## src/rtl/mrlc_pkg.sv

```systemverilog
package mrlc_pkg;

   localparam int LENGTH_WIDTH_DEFAULT = 16;
   localparam int STAMP_WIDTH_DEFAULT  = 32;

   localparam int VERSION_WIDTH = 4;
   localparam logic [VERSION_WIDTH-1:0] VERSION_SUPPORTED = 4'h1;
   localparam int BYTE_WIDTH = 8;

   // config register indexes
   localparam int CSR_INDEX_WIDTH = 1;
   localparam logic [CSR_INDEX_WIDTH-1:0] CSR_MAX_LENGTH = 1'b0;
   localparam logic [CSR_INDEX_WIDTH-1:0] CSR_END_CODE   = 1'b1;

   localparam int QUEUE_DEPTH = 2;

   typedef enum logic [1:0] {
      OP_BYTE        = 2'd0,
      OP_HEADER      = 2'd1,
      OP_VERSION_ERR = 2'd2,
      OP_STREAM_END  = 2'd3
   } op_kind_type;

   localparam int KIND_WIDTH = 2;

endpackage

```

## src/rtl/mrlc_front.sv

```systemverilog
module mrlc_front
   import mrlc_pkg::*;
#(
   parameter int LENGTH_WIDTH = LENGTH_WIDTH_DEFAULT,
   parameter int STAMP_WIDTH  = STAMP_WIDTH_DEFAULT,
   parameter int ENTRY_WIDTH  = KIND_WIDTH + 1 + LENGTH_WIDTH + STAMP_WIDTH + BYTE_WIDTH
) (
   input  logic                     req_valid,
   output logic                     req_ready,
   input  logic                     req_cmd,
   input  logic [VERSION_WIDTH-1:0] req_version,
   input  logic                     req_end_marker,
   input  logic [LENGTH_WIDTH-1:0]  req_block_length,
   input  logic [STAMP_WIDTH-1:0]   req_stamp,
   input  logic [BYTE_WIDTH-1:0]    req_data_byte,
   input  logic [LENGTH_WIDTH-1:0]  end_code,
   output logic                     push_valid,
   input  logic                     push_ready,
   output logic [ENTRY_WIDTH-1:0]   push_data
);

   op_kind_type kind;

   // header checks in priority order: version, then end of stream
   always_comb begin
      priority if (req_cmd) begin
         kind = OP_BYTE;
      end else if (req_version != VERSION_SUPPORTED) begin
         kind = OP_VERSION_ERR;
      end else if (req_block_length == end_code) begin
         kind = OP_STREAM_END;
      end else begin
         kind = OP_HEADER;
      end
   end

   assign req_ready  = push_ready;
   assign push_valid = req_valid;
   assign push_data  = {kind, req_end_marker, req_block_length, req_stamp, req_data_byte};

endmodule

```

## src/rtl/mrlc_queue.sv

```systemverilog
module mrlc_queue
   import mrlc_pkg::*;
#(
   parameter int WIDTH = 8,
   parameter int DEPTH = QUEUE_DEPTH
) (
   input  logic             clock,
   input  logic             reset,
   input  logic             push_valid,
   output logic             push_ready,
   input  logic [WIDTH-1:0] push_data,
   output logic             pop_valid,
   input  logic             pop_ready,
   output logic [WIDTH-1:0] pop_data
);

   localparam int PtrW = (DEPTH > 1) ? $clog2(DEPTH) : 1;
   localparam int CntW = $clog2(DEPTH + 1);
   localparam logic [PtrW-1:0] LastPtr = PtrW'(DEPTH - 1);
   localparam logic [CntW-1:0] FullCnt = CntW'(DEPTH);

   logic [WIDTH-1:0] entry_ff [DEPTH];
   logic [PtrW-1:0]  wr_ptr_ff, wr_ptr_in;
   logic [PtrW-1:0]  rd_ptr_ff, rd_ptr_in;
   logic [CntW-1:0]  count_ff, count_in;
   logic             push, pop;

   assign push_ready = (count_ff != FullCnt);
   assign pop_valid  = (count_ff != '0);
   assign pop_data   = entry_ff[rd_ptr_ff];
   assign push       = push_valid && push_ready;
   assign pop        = pop_valid && pop_ready;

   always_comb begin
      wr_ptr_in = wr_ptr_ff;
      rd_ptr_in = rd_ptr_ff;
      count_in  = count_ff;
      if (push) begin
         wr_ptr_in = (wr_ptr_ff == LastPtr) ? '0 : wr_ptr_ff + 1'b1;
      end
      if (pop) begin
         rd_ptr_in = (rd_ptr_ff == LastPtr) ? '0 : rd_ptr_ff + 1'b1;
      end
      if (push && !pop) begin
         count_in = count_ff + 1'b1;
      end else if (pop && !push) begin
         count_in = count_ff - 1'b1;
      end
   end

   always_ff @(posedge clock) begin
      if (reset) begin
         wr_ptr_ff <= '0;
         rd_ptr_ff <= '0;
         count_ff  <= '0;
      end else begin
         wr_ptr_ff <= wr_ptr_in;
         rd_ptr_ff <= rd_ptr_in;
         count_ff  <= count_in;
      end
   end

   always_ff @(posedge clock) begin
      if (push) begin
         entry_ff[wr_ptr_ff] <= push_data;
      end
   end

endmodule

```

## src/rtl/mrlc_back.sv

```systemverilog
module mrlc_back
   import mrlc_pkg::*;
#(
   parameter int LENGTH_WIDTH = LENGTH_WIDTH_DEFAULT,
   parameter int STAMP_WIDTH  = STAMP_WIDTH_DEFAULT,
   parameter int ENTRY_WIDTH  = KIND_WIDTH + 1 + LENGTH_WIDTH + STAMP_WIDTH + BYTE_WIDTH
) (
   input  logic                    clock,
   input  logic                    reset,
   input  logic                    pop_valid,
   output logic                    pop_ready,
   input  logic [ENTRY_WIDTH-1:0]  pop_data,
   input  logic [LENGTH_WIDTH-1:0] max_length,
   output logic                    rsp_valid,
   input  logic                    rsp_ready,
   output logic                    rsp_byte_valid,
   output logic [BYTE_WIDTH-1:0]   rsp_data_out,
   output logic                    rsp_message_done,
   output logic [LENGTH_WIDTH-1:0] rsp_message_length,
   output logic                    rsp_stream_end,
   output logic                    rsp_version_error
);

   localparam int TotalW = LENGTH_WIDTH + 1;
   localparam logic [TotalW-1:0] TotalMax = '1;

   logic [KIND_WIDTH-1:0]   kind_bits;
   op_kind_type             kind;
   logic                    op_end_marker;
   logic [LENGTH_WIDTH-1:0] op_length;
   logic [STAMP_WIDTH-1:0]  op_stamp;
   logic [BYTE_WIDTH-1:0]   op_byte;

   assign {kind_bits, op_end_marker, op_length, op_stamp, op_byte} = pop_data;
   assign kind = op_kind_type'(kind_bits);

   // message state
   logic                    have_first_ff, have_first_in;
   logic [STAMP_WIDTH-1:0]  first_stamp_ff, first_stamp_in;
   logic                    loss_ff, loss_in;
   logic                    overflow_ff, overflow_in;
   logic [TotalW-1:0]       total_ff, total_in;
   logic [LENGTH_WIDTH-1:0] left_ff, left_in;
   logic                    skipping_ff, skipping_in;
   logic                    final_ff, final_in;

   // output register
   logic                    rsp_valid_ff, rsp_valid_in;
   logic                    byte_valid_ff, byte_valid_in;
   logic [BYTE_WIDTH-1:0]   data_out_ff, data_out_in;
   logic                    done_ff, done_in;
   logic [LENGTH_WIDTH-1:0] msg_len_ff, msg_len_in;
   logic                    stream_end_ff, stream_end_in;
   logic                    verr_ff, verr_in;

   logic                    fire;
   logic                    has_result;
   logic                    clear;
   logic                    len_zero;
   logic                    hdr_loss;
   logic                    hdr_overflow;
   logic [TotalW:0]         sum;
   logic [TotalW-1:0]       sat_total;
   logic [LENGTH_WIDTH-1:0] left_dec;
   logic                    byte_done;

   assign pop_ready = !rsp_valid_ff || rsp_ready;
   assign fire      = pop_valid && pop_ready;

   assign len_zero  = (op_length == '0);
   assign hdr_loss  = loss_ff || len_zero || (have_first_ff && (op_stamp != first_stamp_ff));
   assign sum       = {1'b0, total_ff} + {2'b00, op_length};
   assign sat_total = sum[TotalW] ? TotalMax : sum[TotalW-1:0];
   assign hdr_overflow = overflow_ff || ((sat_total > {1'b0, max_length}) && !hdr_loss);
   assign left_dec  = left_ff - 1'b1;
   assign byte_done = (left_dec == '0) && final_ff;

   always_comb begin
      have_first_in  = have_first_ff;
      first_stamp_in = first_stamp_ff;
      loss_in        = loss_ff;
      overflow_in    = overflow_ff;
      total_in       = total_ff;
      left_in        = left_ff;
      skipping_in    = skipping_ff;
      final_in       = final_ff;
      has_result     = 1'b0;
      clear          = 1'b0;
      byte_valid_in  = 1'b0;
      data_out_in    = '0;
      done_in        = 1'b0;
      msg_len_in     = '0;
      stream_end_in  = 1'b0;
      verr_in        = 1'b0;
      if (fire) begin
         unique case (kind)
            OP_VERSION_ERR: begin
               has_result = 1'b1;
               verr_in    = 1'b1;
               clear      = 1'b1;
            end
            OP_STREAM_END: begin
               has_result    = 1'b1;
               stream_end_in = 1'b1;
               clear         = 1'b1;
            end
            OP_HEADER: begin
               if (!len_zero && !have_first_ff) begin
                  have_first_in  = 1'b1;
                  first_stamp_in = op_stamp;
               end
               loss_in     = hdr_loss;
               overflow_in = hdr_overflow;
               total_in    = sat_total;
               left_in     = op_length;
               skipping_in = hdr_loss || hdr_overflow;
               final_in    = op_end_marker;
               // an empty last block ends the message at once, always as loss
               if (len_zero && op_end_marker) begin
                  has_result = 1'b1;
                  done_in    = 1'b1;
                  clear      = 1'b1;
               end
            end
            OP_BYTE: begin
               if (left_ff != '0) begin
                  left_in = left_dec;
                  if (!skipping_ff) begin
                     has_result    = 1'b1;
                     byte_valid_in = 1'b1;
                     data_out_in   = op_byte;
                  end
                  if (byte_done) begin
                     has_result = 1'b1;
                     done_in    = 1'b1;
                     clear      = 1'b1;
                     if (!loss_ff && !overflow_ff) begin
                        msg_len_in = total_ff[LENGTH_WIDTH-1:0];
                     end
                  end
               end
            end
            default: begin
               has_result = 1'b0;
            end
         endcase
      end
      if (clear) begin
         have_first_in  = 1'b0;
         first_stamp_in = '0;
         loss_in        = 1'b0;
         overflow_in    = 1'b0;
         total_in       = '0;
         left_in        = '0;
         skipping_in    = 1'b0;
         final_in       = 1'b0;
      end
   end

   always_comb begin
      if (fire && has_result) begin
         rsp_valid_in = 1'b1;
      end else if (rsp_ready) begin
         rsp_valid_in = 1'b0;
      end else begin
         rsp_valid_in = rsp_valid_ff;
      end
   end

   always_ff @(posedge clock) begin
      if (reset) begin
         have_first_ff  <= 1'b0;
         first_stamp_ff <= '0;
         loss_ff        <= 1'b0;
         overflow_ff    <= 1'b0;
         total_ff       <= '0;
         left_ff        <= '0;
         skipping_ff    <= 1'b0;
         final_ff       <= 1'b0;
         rsp_valid_ff   <= 1'b0;
      end else begin
         have_first_ff  <= have_first_in;
         first_stamp_ff <= first_stamp_in;
         loss_ff        <= loss_in;
         overflow_ff    <= overflow_in;
         total_ff       <= total_in;
         left_ff        <= left_in;
         skipping_ff    <= skipping_in;
         final_ff       <= final_in;
         rsp_valid_ff   <= rsp_valid_in;
      end
   end

   always_ff @(posedge clock) begin
      if (fire && has_result) begin
         byte_valid_ff <= byte_valid_in;
         data_out_ff   <= data_out_in;
         done_ff       <= done_in;
         msg_len_ff    <= msg_len_in;
         stream_end_ff <= stream_end_in;
         verr_ff       <= verr_in;
      end
   end

   assign rsp_valid          = rsp_valid_ff;
   assign rsp_byte_valid     = byte_valid_ff;
   assign rsp_data_out       = data_out_ff;
   assign rsp_message_done   = done_ff;
   assign rsp_message_length = msg_len_ff;
   assign rsp_stream_end     = stream_end_ff;
   assign rsp_version_error  = verr_ff;

`ifndef NO_ASSERTIONS
   a_verr_alone: assert property (@(posedge clock) disable iff (reset)
      (rsp_valid_ff && verr_ff) |-> (!byte_valid_ff && !done_ff && !stream_end_ff))
      else $error("version error result carries other flags");

   a_len_needs_done: assert property (@(posedge clock) disable iff (reset)
      (rsp_valid_ff && (msg_len_ff != '0)) |-> done_ff)
      else $error("message length without message end");

   a_cleared_after_end: assert property (@(posedge clock) disable iff (reset)
      (fire && has_result && (done_in || verr_in || stream_end_in))
      |=> (total_ff == '0 && left_ff == '0 && !have_first_ff && !loss_ff))
      else $error("message state not cleared after message end");

   a_skip_no_byte: assert property (@(posedge clock) disable iff (reset)
      (fire && skipping_ff && kind == OP_BYTE) |-> !byte_valid_in)
      else $error("skipped byte passed on");
`endif

endmodule

```

## src/rtl/message_reassembly_loss_check.sv

```systemverilog
// path to the output, with the queue empty: the queue takes the item at the accepting
// edge, then the result register loads and rsp_valid rises with it
// throughput: one item per cycle while the receiver does not stall; a two-entry queue between the classifier and
// the message state machine lets both sides stall independently
// reset: synchronous; clears message state and queue, config regs go to all ones
module message_reassembly_loss_check
   import mrlc_pkg::*;
#(
   parameter int LENGTH_WIDTH = LENGTH_WIDTH_DEFAULT,
   parameter int STAMP_WIDTH  = STAMP_WIDTH_DEFAULT
) (
   input  logic                       clock,
   input  logic                       reset,
   input  logic                       csr_valid,
   output logic                       csr_ready,
   input  logic [CSR_INDEX_WIDTH-1:0] csr_index,
   input  logic [LENGTH_WIDTH-1:0]    csr_data,
   input  logic                       req_valid,
   output logic                       req_ready,
   input  logic                       req_cmd,
   input  logic [VERSION_WIDTH-1:0]   req_version,
   input  logic                       req_end_marker,
   input  logic [LENGTH_WIDTH-1:0]    req_block_length,
   input  logic [STAMP_WIDTH-1:0]     req_stamp,
   input  logic [BYTE_WIDTH-1:0]      req_data_byte,
   output logic                       rsp_valid,
   input  logic                       rsp_ready,
   output logic                       rsp_byte_valid,
   output logic [BYTE_WIDTH-1:0]      rsp_data_out,
   output logic                       rsp_message_done,
   output logic [LENGTH_WIDTH-1:0]    rsp_message_length,
   output logic                       rsp_stream_end,
   output logic                       rsp_version_error
);

   localparam int EntryW = KIND_WIDTH + 1 + LENGTH_WIDTH + STAMP_WIDTH + BYTE_WIDTH;

   logic [LENGTH_WIDTH-1:0] max_length_ff, max_length_in;
   logic [LENGTH_WIDTH-1:0] end_code_ff, end_code_in;

   logic              push_valid, push_ready;
   logic [EntryW-1:0] push_data;
   logic              pop_valid, pop_ready;
   logic [EntryW-1:0] pop_data;

   assign csr_ready = 1'b1;

   always_comb begin
      max_length_in = max_length_ff;
      end_code_in   = end_code_ff;
      if (csr_valid) begin
         unique case (csr_index)
            CSR_MAX_LENGTH: max_length_in = csr_data;
            CSR_END_CODE:   end_code_in   = csr_data;
            default:        max_length_in = max_length_ff;
         endcase
      end
   end

   always_ff @(posedge clock) begin
      if (reset) begin
         max_length_ff <= '1;
         end_code_ff   <= '1;
      end else begin
         max_length_ff <= max_length_in;
         end_code_ff   <= end_code_in;
      end
   end

   mrlc_front #(
      .LENGTH_WIDTH (LENGTH_WIDTH),
      .STAMP_WIDTH  (STAMP_WIDTH),
      .ENTRY_WIDTH  (EntryW)
   ) u_front (
      .req_valid        (req_valid),
      .req_ready        (req_ready),
      .req_cmd          (req_cmd),
      .req_version      (req_version),
      .req_end_marker   (req_end_marker),
      .req_block_length (req_block_length),
      .req_stamp        (req_stamp),
      .req_data_byte    (req_data_byte),
      .end_code         (end_code_ff),
      .push_valid       (push_valid),
      .push_ready       (push_ready),
      .push_data        (push_data)
   );

   mrlc_queue #(
      .WIDTH (EntryW),
      .DEPTH (QUEUE_DEPTH)
   ) u_queue (
      .clock      (clock),
      .reset      (reset),
      .push_valid (push_valid),
      .push_ready (push_ready),
      .push_data  (push_data),
      .pop_valid  (pop_valid),
      .pop_ready  (pop_ready),
      .pop_data   (pop_data)
   );

   mrlc_back #(
      .LENGTH_WIDTH (LENGTH_WIDTH),
      .STAMP_WIDTH  (STAMP_WIDTH),
      .ENTRY_WIDTH  (EntryW)
   ) u_back (
      .clock              (clock),
      .reset              (reset),
      .pop_valid          (pop_valid),
      .pop_ready          (pop_ready),
      .pop_data           (pop_data),
      .max_length         (max_length_ff),
      .rsp_valid          (rsp_valid),
      .rsp_ready          (rsp_ready),
      .rsp_byte_valid     (rsp_byte_valid),
      .rsp_data_out       (rsp_data_out),
      .rsp_message_done   (rsp_message_done),
      .rsp_message_length (rsp_message_length),
      .rsp_stream_end     (rsp_stream_end),
      .rsp_version_error  (rsp_version_error)
   );

endmodule

```

## config.mk

```make
export PLATFORM = sky130hd
export DESIGN_NAME = message_reassembly_loss_check
export DESIGN_NICKNAME = d
export VERILOG_FILES = /design/src/rtl/mrlc_pkg.sv /design/src/rtl/mrlc_front.sv /design/src/rtl/mrlc_queue.sv /design/src/rtl/mrlc_back.sv /design/src/rtl/message_reassembly_loss_check.sv
export SDC_FILE = /design/constraint.sdc
export NUM_CORES = 1
export LEC_CHECK = 0
export ABC_AREA = 0
export CORE_MARGIN = 5
export CORE_UTILIZATION = 40
export CTS_BUF_LIST = sky130_fd_sc_hd__clkbuf_16
export DETAILED_ROUTE_END_ITERATION = 10
export DONT_BUFFER_PORTS = 1
export GPL_TIMING_DRIVEN = 0
export PLACE_DENSITY = 0.6
export SYNTH_ARGS = -nofsm -noshare
export SYNTH_HDL_FRONTEND = slang
export SYNTH_HIERARCHICAL = 1
export SYNTH_SLANG_ARGS = --single-unit
```

## constraint.sdc

```tcl
create_clock -name clock -period 5.59 [get_ports clock]
set_input_delay 0.559 -clock clock [delete_from_list [all_inputs] [get_ports clock]]
set_output_delay 0.559 -clock clock [all_outputs]
set_load 0.01 [all_outputs]
```

==> flow_summary.ini, run 1 <==
[outcome]
status = complete, no violations

[sta]
setup_viol_count_final = 0
min_period_ns = 5.25
slew_violations = 0
fmax_ghz = 0.191
fin_crit_sh = 0.938
maxSlewHeadroom = 0.158
rsz0062_at_grt = no
hold_violations = 0
fin_worst_skew_ns = 0.0139
finalWorstSetupSlack_ns = 0.344
tightest_slew_ns = 1.25

[setup_path]
end_kind = flip-flop
worst_setup_path_start_kind = flip-flop
path_buf_inv = 3
crit_fanout = 10
critical_path_class = flip-flop to flip-flop
critPathTopFamily = compound AO/OA/AOI/OAI gates
path_cells = clkbuf_4 > buf_6 > mux2_2 > ha_1 > a211oi_1 > o211ai_1 > a221oi_2 > o21ai_1 > a221o_1 > a31o_2 > clkbuf_1 > or2_2 > ha_1 > a21oi_1 > nand2_1 > a2111oi_1 > o31a_1 > nor3_2 > a211oi_2 > a211oi_1
cp.required_ns = 6.00
critical-path-slowest-cell = mux2_2
cpPeakStageDelay_ns = 0.42
arrival_ns = 5.65

[detailed_routing]
vias = 8217
dr.pass1.iters = 5
routed_wl_mm = 28.8
via_per_inst = 5.24
ant_nets = 0
drc = 0
wire_per_inst_um = 18.4
drt_iter0_drc = 537

[placement]
place_hpwl_mm = 21.0
place_congestion = 0.884
place_ws_ns = -0.195
io_buffers = 0

[layout]
n_antenna_cell = 0
synthToLayoutAreaGrowth_pct = 12.6
layout.nets = 1269
fill_cells = 2872
final_cell_mix = edfxtp_1 (146), dfxtp_1 (108), nand2_1 (101), nor2_1 (85), a21oi_1 (84)
seq_area_um2 = 6550
final_common_cell = edfxtp_1
drive_above_1_share = 0.201
multi_input_area_um2 = 4940

[flow_run]
cap_violations = 0

[clock_tree]
clock_sinks = 254
cts_made_buffers = 28
cts_hold_buf = 0
path_clk_slew_ns = 0.06
cts-root-buf = clkbuf_16
tritoncts = done
clk_latency_ns = 0.54
cts_max_level = 1
clockBufferDepth = 3

[floorplan]
die-area_um2 = 34500
num_rows = 64
start_util = 0.404
die_h_um = 186
core_um2 = 30600
io_pins = 115
fp.dieW_um = 186

[synthesis]
synth-seq-cells = 254
syn-num-nets = 1237
yosysUniqueCellTypes = 70
syn_area_um2 = 12400
avgSynthCellArea_um2 = 11.1
ys_seq_area_frac = 0.529
async_flop_share = 0
yosys_warnings = 6
synth_edf_count = 146
syn-instance-count = 1117
ys.flop_type = edfxtp_1

[power_and_ir_drop]
irDropWorstVdd_uv = 222
leakagePower_nw = 5.08
p_per_area_nw_per_um2 = 533
total_power_mw = 7.42

[global_routing]
grt_overflow = 0
grt_pass1_vias = 7983
antenna_found_initial = 0
grt_usage = 0.163
grt_first_pass_wirelength_mm = 44.3
grt_max_degree = 60

[worst_hold_path]
worstHoldPathType = input pin to flip-flop
==> cells in the mapped netlist (all sizes together), types with 34 or more instances <==
master,instances,area (um2)
dfxtp,108,2160
nor2,85,319
a211oi,34,285
buf,86,702
nand2,101,379
ha,35,438
edfxtp,146,4380
a21oi,88,455
nor3,40,211
xnor2,42,368
mux2,59,702
==> per-stage QoR <==
step / hold WS, ns / util / TNS, ns / cell area, um2 / instances
2_1_floorplan: 0.434 / - / 0 / 12400 / 1117
3_3_place_gp: 0.454 / 0.420 / -0.460 / 12900 / 1513
3_5_place_dp: 0.459 / 0.421 / -0.348 / 12900 / 1514
4_1_cts: 0.0726 / 0.454 / 0 / 13900 / 1566
5_1_grt: 0.0813 / 0.455 / 0 / 13900 / 1567
6_report: 0.105 / 0.455 / 0 / 13900 / 1567
==> flip-flops by register name, summed over array words and instances, names as in the netlist, named ones only <==
signal                     count
u_queue/wr_ptr_ff              1
u_back/rsp_byte_valid          1
u_back/final_ff                1
u_back/rsp_message_done        1
u_back/loss_ff                 1
u_back/rsp_data_out            8
u_back/first_stamp_ff         32
u_back/rsp_version_error       1
max_length_ff                 16
u_queue/entry_ff             118
u_queue/count_ff               2
u_back/have_first_ff           1
end_code_ff                   16
u_back/left_ff                16
u_back/rsp_message_length     16
u_queue/rd_ptr_ff              1
u_back/rsp_stream_end          1
u_back/overflow_ff             1
u_back/total_ff               17
u_back/skipping_ff             1
u_back/rsp_valid               1
==> cells by family after synthesis <==
| family | count (synthesis) | synth area share |
|---|---|---|
| buf+inv | 138 | 0.0728 |
| other cells | 1 | 0.000303 |
| mux | 76 | 0.0705 |
| simple gates | 347 | 0.140 |
| compound gates | 199 | 0.103 |
| fa+ha+maj | 36 | 0.0370 |
| flops | 254 | 0.529 |
| xor+xnor | 66 | 0.0468 |
==> final cells by class <==
class | instances | share of cell area
Tap cell | 396 | 0.0356
Clock buffer | 29 | 0.0521
Inverter | 23 | 0.00620
Timing Repair Buffer | 2 | 0.00198
Sequential cell | 254 | 0.470
Multi-Input combinational cell | 725 | 0.355
Buffer | 115 | 0.0591
Clock inverter | 23 | 0.0201
==> layer usage <==
metal / GRT usage / vias to the layer above / share of wire
li1: - / 4026 / -
met1: 0.239 / 3909 / 0.48
met2: 0.244 / 238 / 0.43
met3: 0.0362 / 44 / 0.065
met4: 0.0478 / 0 / 0.025
met5: 0 / - / 0
==> timing repair <==
action	in CTS	in global routing
gates resized for setup	3	8
setup endpoints to repair	2	2
pin swaps	0	1
setup buffers	0	1
==> worst paths after layout <==
path                             start                   endpoint  slack (ns)  depth (start not counted)
max                          flip-flop         u_back/skipping_ff        0.34                         20
min                              reset        u_queue/count_ff[1]        0.10                          1
max reg2reg                  flip-flop         u_back/skipping_ff        0.34                         20
min reg2reg  u_back/first_stamp_ff[26]  u_back/first_stamp_ff[26]        0.47                          2
==> power breakdown <==
| group | switching [mW] | internal [mW] | total [mW] |
|---|---|---|---|
| Clock | 0.740 | 1.26 | 2.00 |
| Sequential | 0.239 | 2.40 | 2.64 |
| Combinational | 1.68 | 1.11 | 2.78 |
| Total | 2.66 | 4.76 | 7.42 |
No activity file was read; power rests on OpenSTA's default activity.
==> inputs of run 2 (changes only) <==
Settings changed: CORE_ASPECT_RATIO set to 0.7.
==> flow_summary.ini, run 2 (synthesis results as in run 1) <==
[outcome]
status = complete, no violations

[clock_tree]
tritoncts = done
cts_max_level = 1
clockBufferDepth = 3
clock_sinks = 254
cts-root-buf = clkbuf_16
clk_latency_ns = 0.53
cts_made_buffers = 26
cts_hold_buf = 0
path_clk_slew_ns = 0.06

[global_routing]
antenna_found_initial = 1
grt_usage = 0.167
grt_first_pass_wirelength_mm = 45.3
grt_overflow = 0
grt_max_degree = 60
grt_pass1_vias = 7797

[layout]
drive_above_1_share = 0.196
synthToLayoutAreaGrowth_pct = 11.3
fin_util = 0.455
layout.nets = 1267
final_common_cell = edfxtp_1
largest_reg_flops = 118
top_register = u_queue/entry_ff
n_antenna_cell = 0
final_cell_mix = edfxtp_1 (146), dfxtp_1 (108), nand2_1 (101), nor2_1 (85), a21oi_1 (84)
reg_top3 = u_queue/entry_ff x118, u_back/first_stamp_ff x32, u_back/total_ff x17

[detailed_routing]
drc = 0
via_per_inst = 5.21
wire_per_inst_um = 18.7
vias = 8227
ant_nets = 0
routed_wl_mm = 29.6
drt_iter0_drc = 699
dr.pass1.iters = 5

[floorplan]
num_rows = 53
fp.dieW_um = 220
die_h_um = 157
die-area_um2 = 34600
start_util = 0.409
io_pins = 115
core_um2 = 30200

[power_and_ir_drop]
leakagePower_nw = 5.00
seq_power_share = 0.373
p_per_area_nw_per_um2 = 518
irDropWorstVdd_uv = 275
switching_share = 0.373
intPower_mw = 4.47
power.share.clock = 0.234
switchingPower_mw = 2.66
combPwrFrac = 0.394

[setup_path]
path_buf_inv = 3
critPathTopFamily = compound AO/OA/AOI/OAI gates
cpPeakStageDelay_ns = 0.43
path_cells = buf_2 > buf_6 > mux2_2 > ha_1 > o211ai_1 > o211ai_1 > a221oi_2 > o21ai_1 > a221o_1 > a31o_2 > clkbuf_2 > or2_2 > ha_1 > a21o_1 > nand3_1 > a21oi_1 > a2111oi_1 > o31a_1 > nor3_2 > a211oi_2 > a211oi_1
end_kind = flip-flop
crit_fanout = 10
cp.required_ns = 5.98
critical_path_class = flip-flop to flip-flop
worst_setup_path_start_kind = flip-flop
critical-path-slowest-cell = mux2_2
arrival_ns = 5.73

[sta]
fin_crit_sh = 0.955
fmax_ghz = 0.187
rsz0062_at_grt = no
tightest_slew_ns = 1.22
hold_slack_ns = 0.112
slew_violations = 0
hold_violations = 0
min_period_ns = 5.34
setup_viol_count_final = 0
maxSlewHeadroom = 0.176
fin_worst_skew_ns = 0.0239

[worst_hold_path]
worstHoldPathType = input pin to flip-flop

[flow_run]
cap_violations = 0

[placement]
io_buffers = 0
place_hpwl_mm = 22.1
place_congestion = 0.911
-- run 2: changes by cell type in the layout (fill, tap and decap cells not counted), sizes merged --
cell and change:
clkbuf -3, clkinv +2, bufinv -5, buf +1
inv +1
-- run 2: path summary, 6_finish.rpt --
| check | startpoint | to | slack [ns] | depth (start not counted) |
|---|---|---|---|---|
| max | flip-flop | u_back/skipping_ff | 0.25 | 21 |
| min | reset | u_back/rsp_valid | 0.11 | 1 |
| max reg2reg | flip-flop | u_back/skipping_ff | 0.25 | 21 |
| min reg2reg | u_back/final_ff | u_back/final_ff | 0.46 | 2 |
-- run 2: power by group through the flow --
| stage | clock network [mW] | registers, mW | logic, mW |
|---|---|---|---|
| final | 1.66 | 2.66 | 2.81 |
| after CTS | 1.71 | 2.66 | 2.77 |
| after floorplan | 0 | 2.62 | 2.08 |
| after detailed placement | 0 | 2.70 | 2.74 |
| after global routing | 1.79 | 2.70 | 3.06 |
| after global placement | 0 | 2.70 | 2.71 |
-- run 2: layer usage --
metal / global-route usage / share of wire / routed length, um
met5: 0 / 0.00068 / 20
met3: 0.0471 / 0.093 / 2750
met2: 0.227 / 0.39 / 11500
met4: 0.0273 / 0.012 / 369
met1: 0.267 / 0.50 / 14900
-- run 2: what timing repair did --
item | CTS | global route
resized for setup | 3 | 7
endpoints found under the setup margin | 2 | 2
setup buffers | 0 | 1
pin swaps | 0 | 1
cloned | 0 | 0
-- run 2: cell type report --
class,count,area (um2)
well taps,412,515
clock inverters,21,143
plain buffers,115,821
repair buffers,2,27.5
fillers,2851,16500
flip-flops and latches,254,6550
clock buffers,27,676
inverters,23,86.3
multi-input cells,725,4950
-- run 2: through the flow --
stage	TNS (ns)	power, mW	area, um2	instances	setup WS (ns)
2_1_floorplan	0	4.70	12400	1117	0.757
3_3_place_gp	-0.526	5.40	12900	1529	-0.287
3_5_place_dp	-0.433	5.44	12900	1530	-0.235
4_1_cts	0	7.14	13700	1578	0.0830
5_1_grt	0	7.55	13800	1579	0.0183
6_report	0	7.13	13800	1579	0.250
-- run 2: worst register-to-register path: stages, from the launching register on --
cell and delay (ns):
dfxtp_1 0.31, buf_2 0.21, buf_6 0.20, mux2_2 0.44, ha_1 0.40, o211ai_1 0.23
o211ai_1 0.18, a221oi_2 0.35, o21ai_1 0.16, a221o_1 0.36, a31o_2 0.30, clkbuf_2 0.19
or2_2 0.33, ha_1 0.30, a21o_1 0.17, nand3_1 0.08, a21oi_1 0.06, a2111oi_1 0.32
o31a_1 0.21, nor3_2 0.07, a211oi_2 0.24, a211oi_1 0.11
==> inputs of run 3 (changes only) <==
Settings changed: RECOVER_POWER set to 100.
==> flow_summary.ini, run 3 (synthesis results as in run 1) <==
[worst_hold_path]
min_from = reset
worstHoldPathType = input pin to flip-flop
hold_depth = 1
hold_end = u_back/rsp_valid

[setup_path]
critical_path_class = flip-flop to flip-flop
r2r_cells = 21
worst_setup_path_start_kind = flip-flop
end_kind = flip-flop
cp.required_ns = 5.98
rrSetupSlack_ns = 0.26
arrival_ns = 5.72
reg2reg_to = u_back/skipping_ff
crit_fanout = 10

[power_and_ir_drop]
p_per_area_nw_per_um2 = 522
power.share.clock = 0.236
switchingPower_mw = 2.65
seq_power_share = 0.377
total_power_mw = 7.07
intPower_mw = 4.42
irDropWorstVdd_uv = 273
switching_share = 0.374
combPwrFrac = 0.388
leakagePower_nw = 4.84

[placement]
place_hpwl_mm = 22.1
place_inst = 1530
place_ws_ns = -0.235
io_buffers = 0
place_congestion = 0.911

[global_routing]
grt_overflow = 0
grt_max_degree = 60
grt_usage = 0.167
antenna_found_initial = 3
grt_first_pass_wirelength_mm = 45.3
grt_pass1_vias = 7797

[sta]
tightest_slew_ns = 2.95
finalWorstSetupSlack_ns = 0.262
setup_viol_count_final = 0
hold_violations = 0
slew_violations = 122
min_period_ns = 5.33
fmax_ghz = 0.188
hold_slack_ns = 0.111
fin_crit_sh = 0.953
fin_worst_skew_ns = 0.0236
maxSlewHeadroom = -0.964
rsz0062_at_grt = no

[detailed_routing]
routed_wl_mm = 29.5
dr_wl_met3_mm = 2.69
wire_per_inst_um = 18.7
highest_layer = met5
drc = 0
route.met2.wl_mm = 11.5
drt_iter0_drc = 703
vias = 8222
dr.pass1.iters = 5
wl_met1_mm = 14.9
via_per_inst = 5.21
ant_nets = 0

[floorplan]
fp.dieW_um = 220
core_um2 = 30200
io_pins = 115
die-area_um2 = 34600
num_rows = 53
start_util = 0.409
die_h_um = 157

[outcome]
violations = capacitance limit, slew limit
status = complete, but fails checks

[layout]
multi_input_area_um2 = 4900
top_register = u_queue/entry_ff
seq_area_um2 = 6550
fill_cells = 2892
final_cell_mix = edfxtp_1 (146), dfxtp_1 (108), nand2_1 (101), nor2_1 (85), a21oi_1 (85)
final_cells = 1579
synthToLayoutAreaGrowth_pct = 9.45
reg_top3 = u_queue/entry_ff x118, u_back/first_stamp_ff x32, u_back/total_ff x17
largest_reg_flops = 118
final_common_cell = edfxtp_1
layout.nets = 1267
n_antenna_cell = 0
drive_above_1_share = 0.161

[clock_tree]
cts-root-buf = clkbuf_16
clockBufferDepth = 3
cts_max_level = 1
cts_hold_buf = 0
tritoncts = done
clk_latency_ns = 0.53
path_clk_slew_ns = 0.06
cts_made_buffers = 26
clock_sinks = 254

[flow_run]
cap_violations = 3
[run 3: changes by cell type in the layout (fill, tap and decap cells not counted), moves of 4 or more]
cell      previous run  this run
a211oi_1            26        30
clkbuf_4             0        43
buf_6               16         6
clkbuf_1            26        56
and2_0               0        24
a211oi_2             8         4
buf_4               62         4
and2_1              30         6
[run 3: layer usage]
metal | up-vias | track usage
met5 | - | 0
met4 | 6 | 0.0273
met3 | 37 | 0.0471
met2 | 279 | 0.227
met1 | 3878 | 0.267
li1 | 4022 | -
[run 3: power by group through the flow]
stage | logic [mW] | registers, mW | clock network [mW]
after CTS | 2.77 | 2.66 | 1.71
after global routing | 3.00 | 2.70 | 1.79
after global placement | 2.71 | 2.70 | 0
final | 2.74 | 2.66 | 1.66
after floorplan | 2.08 | 2.62 | 0
after detailed placement | 2.74 | 2.70 | 0
[run 3: repair_timing]
| action | in CTS | in global routing |
|---|---|---|
| pin swaps | 0 | 1 |
| setup buffers | 0 | 1 |
| gates resized for setup | 3 | 7 |
| endpoints found under the setup margin | 2 | 2 |
[run 3: layout make-up]
| cell class | count | area share |
|---|---|---|
| plain buffers | 115 | 0.0487 |
| well taps | 412 | 0.0381 |
| multi-input cells | 725 | 0.362 |
| clock inverters | 21 | 0.0105 |
| inverters | 23 | 0.00638 |
| clock buffers | 27 | 0.0499 |
| repair buffers | 2 | 0.000832 |
| flip-flops and latches | 254 | 0.484 |
[run 3: how the worst max path moves through the flow]
stage / startpoint / to / slack (ns) / cells after the start
final: flip-flop / u_back/skipping_ff / 0.26 / 21
after global routing: flip-flop / u_back/skipping_ff / 0.02 / 20
after CTS: flip-flop / u_back/skipping_ff / 0.08 / 21
after detailed placement: flip-flop / u_back/skipping_ff / -0.23 / 21
after global placement: flip-flop / u_back/skipping_ff / -0.29 / 21
after floorplan: flip-flop / u_back/skipping_ff / 0.76 / 21
[run 3: worst max-delay path, stage by stage (launching register included)]
cell and delay [ns]:
dfxtp_1 0.31, buf_2 0.21, buf_6 0.19, mux2_2 0.43, ha_1 0.39, o211ai_1 0.23, o211ai_1 0.18, a221oi_2 0.35
o21ai_1 0.16, a221o_1 0.36, a31o_2 0.30, clkbuf_2 0.19, or2_2 0.32, ha_1 0.30, a21o_1 0.17, nand3_1 0.08
a21oi_1 0.06, a2111oi_1 0.32, o31a_1 0.21, nor3_2 0.07, a211oi_2 0.23, a211oi_1 0.11
[run 3: through the flow]
stage,util,cell area [um2],setup TNS [ns]
after floorplan,-,12400,0
after global placement,0.426,12900,-0.526
after detailed placement,0.427,12900,-0.433
after CTS,0.454,13700,0
after global routing,0.448,13500,0
final,0.448,13500,0
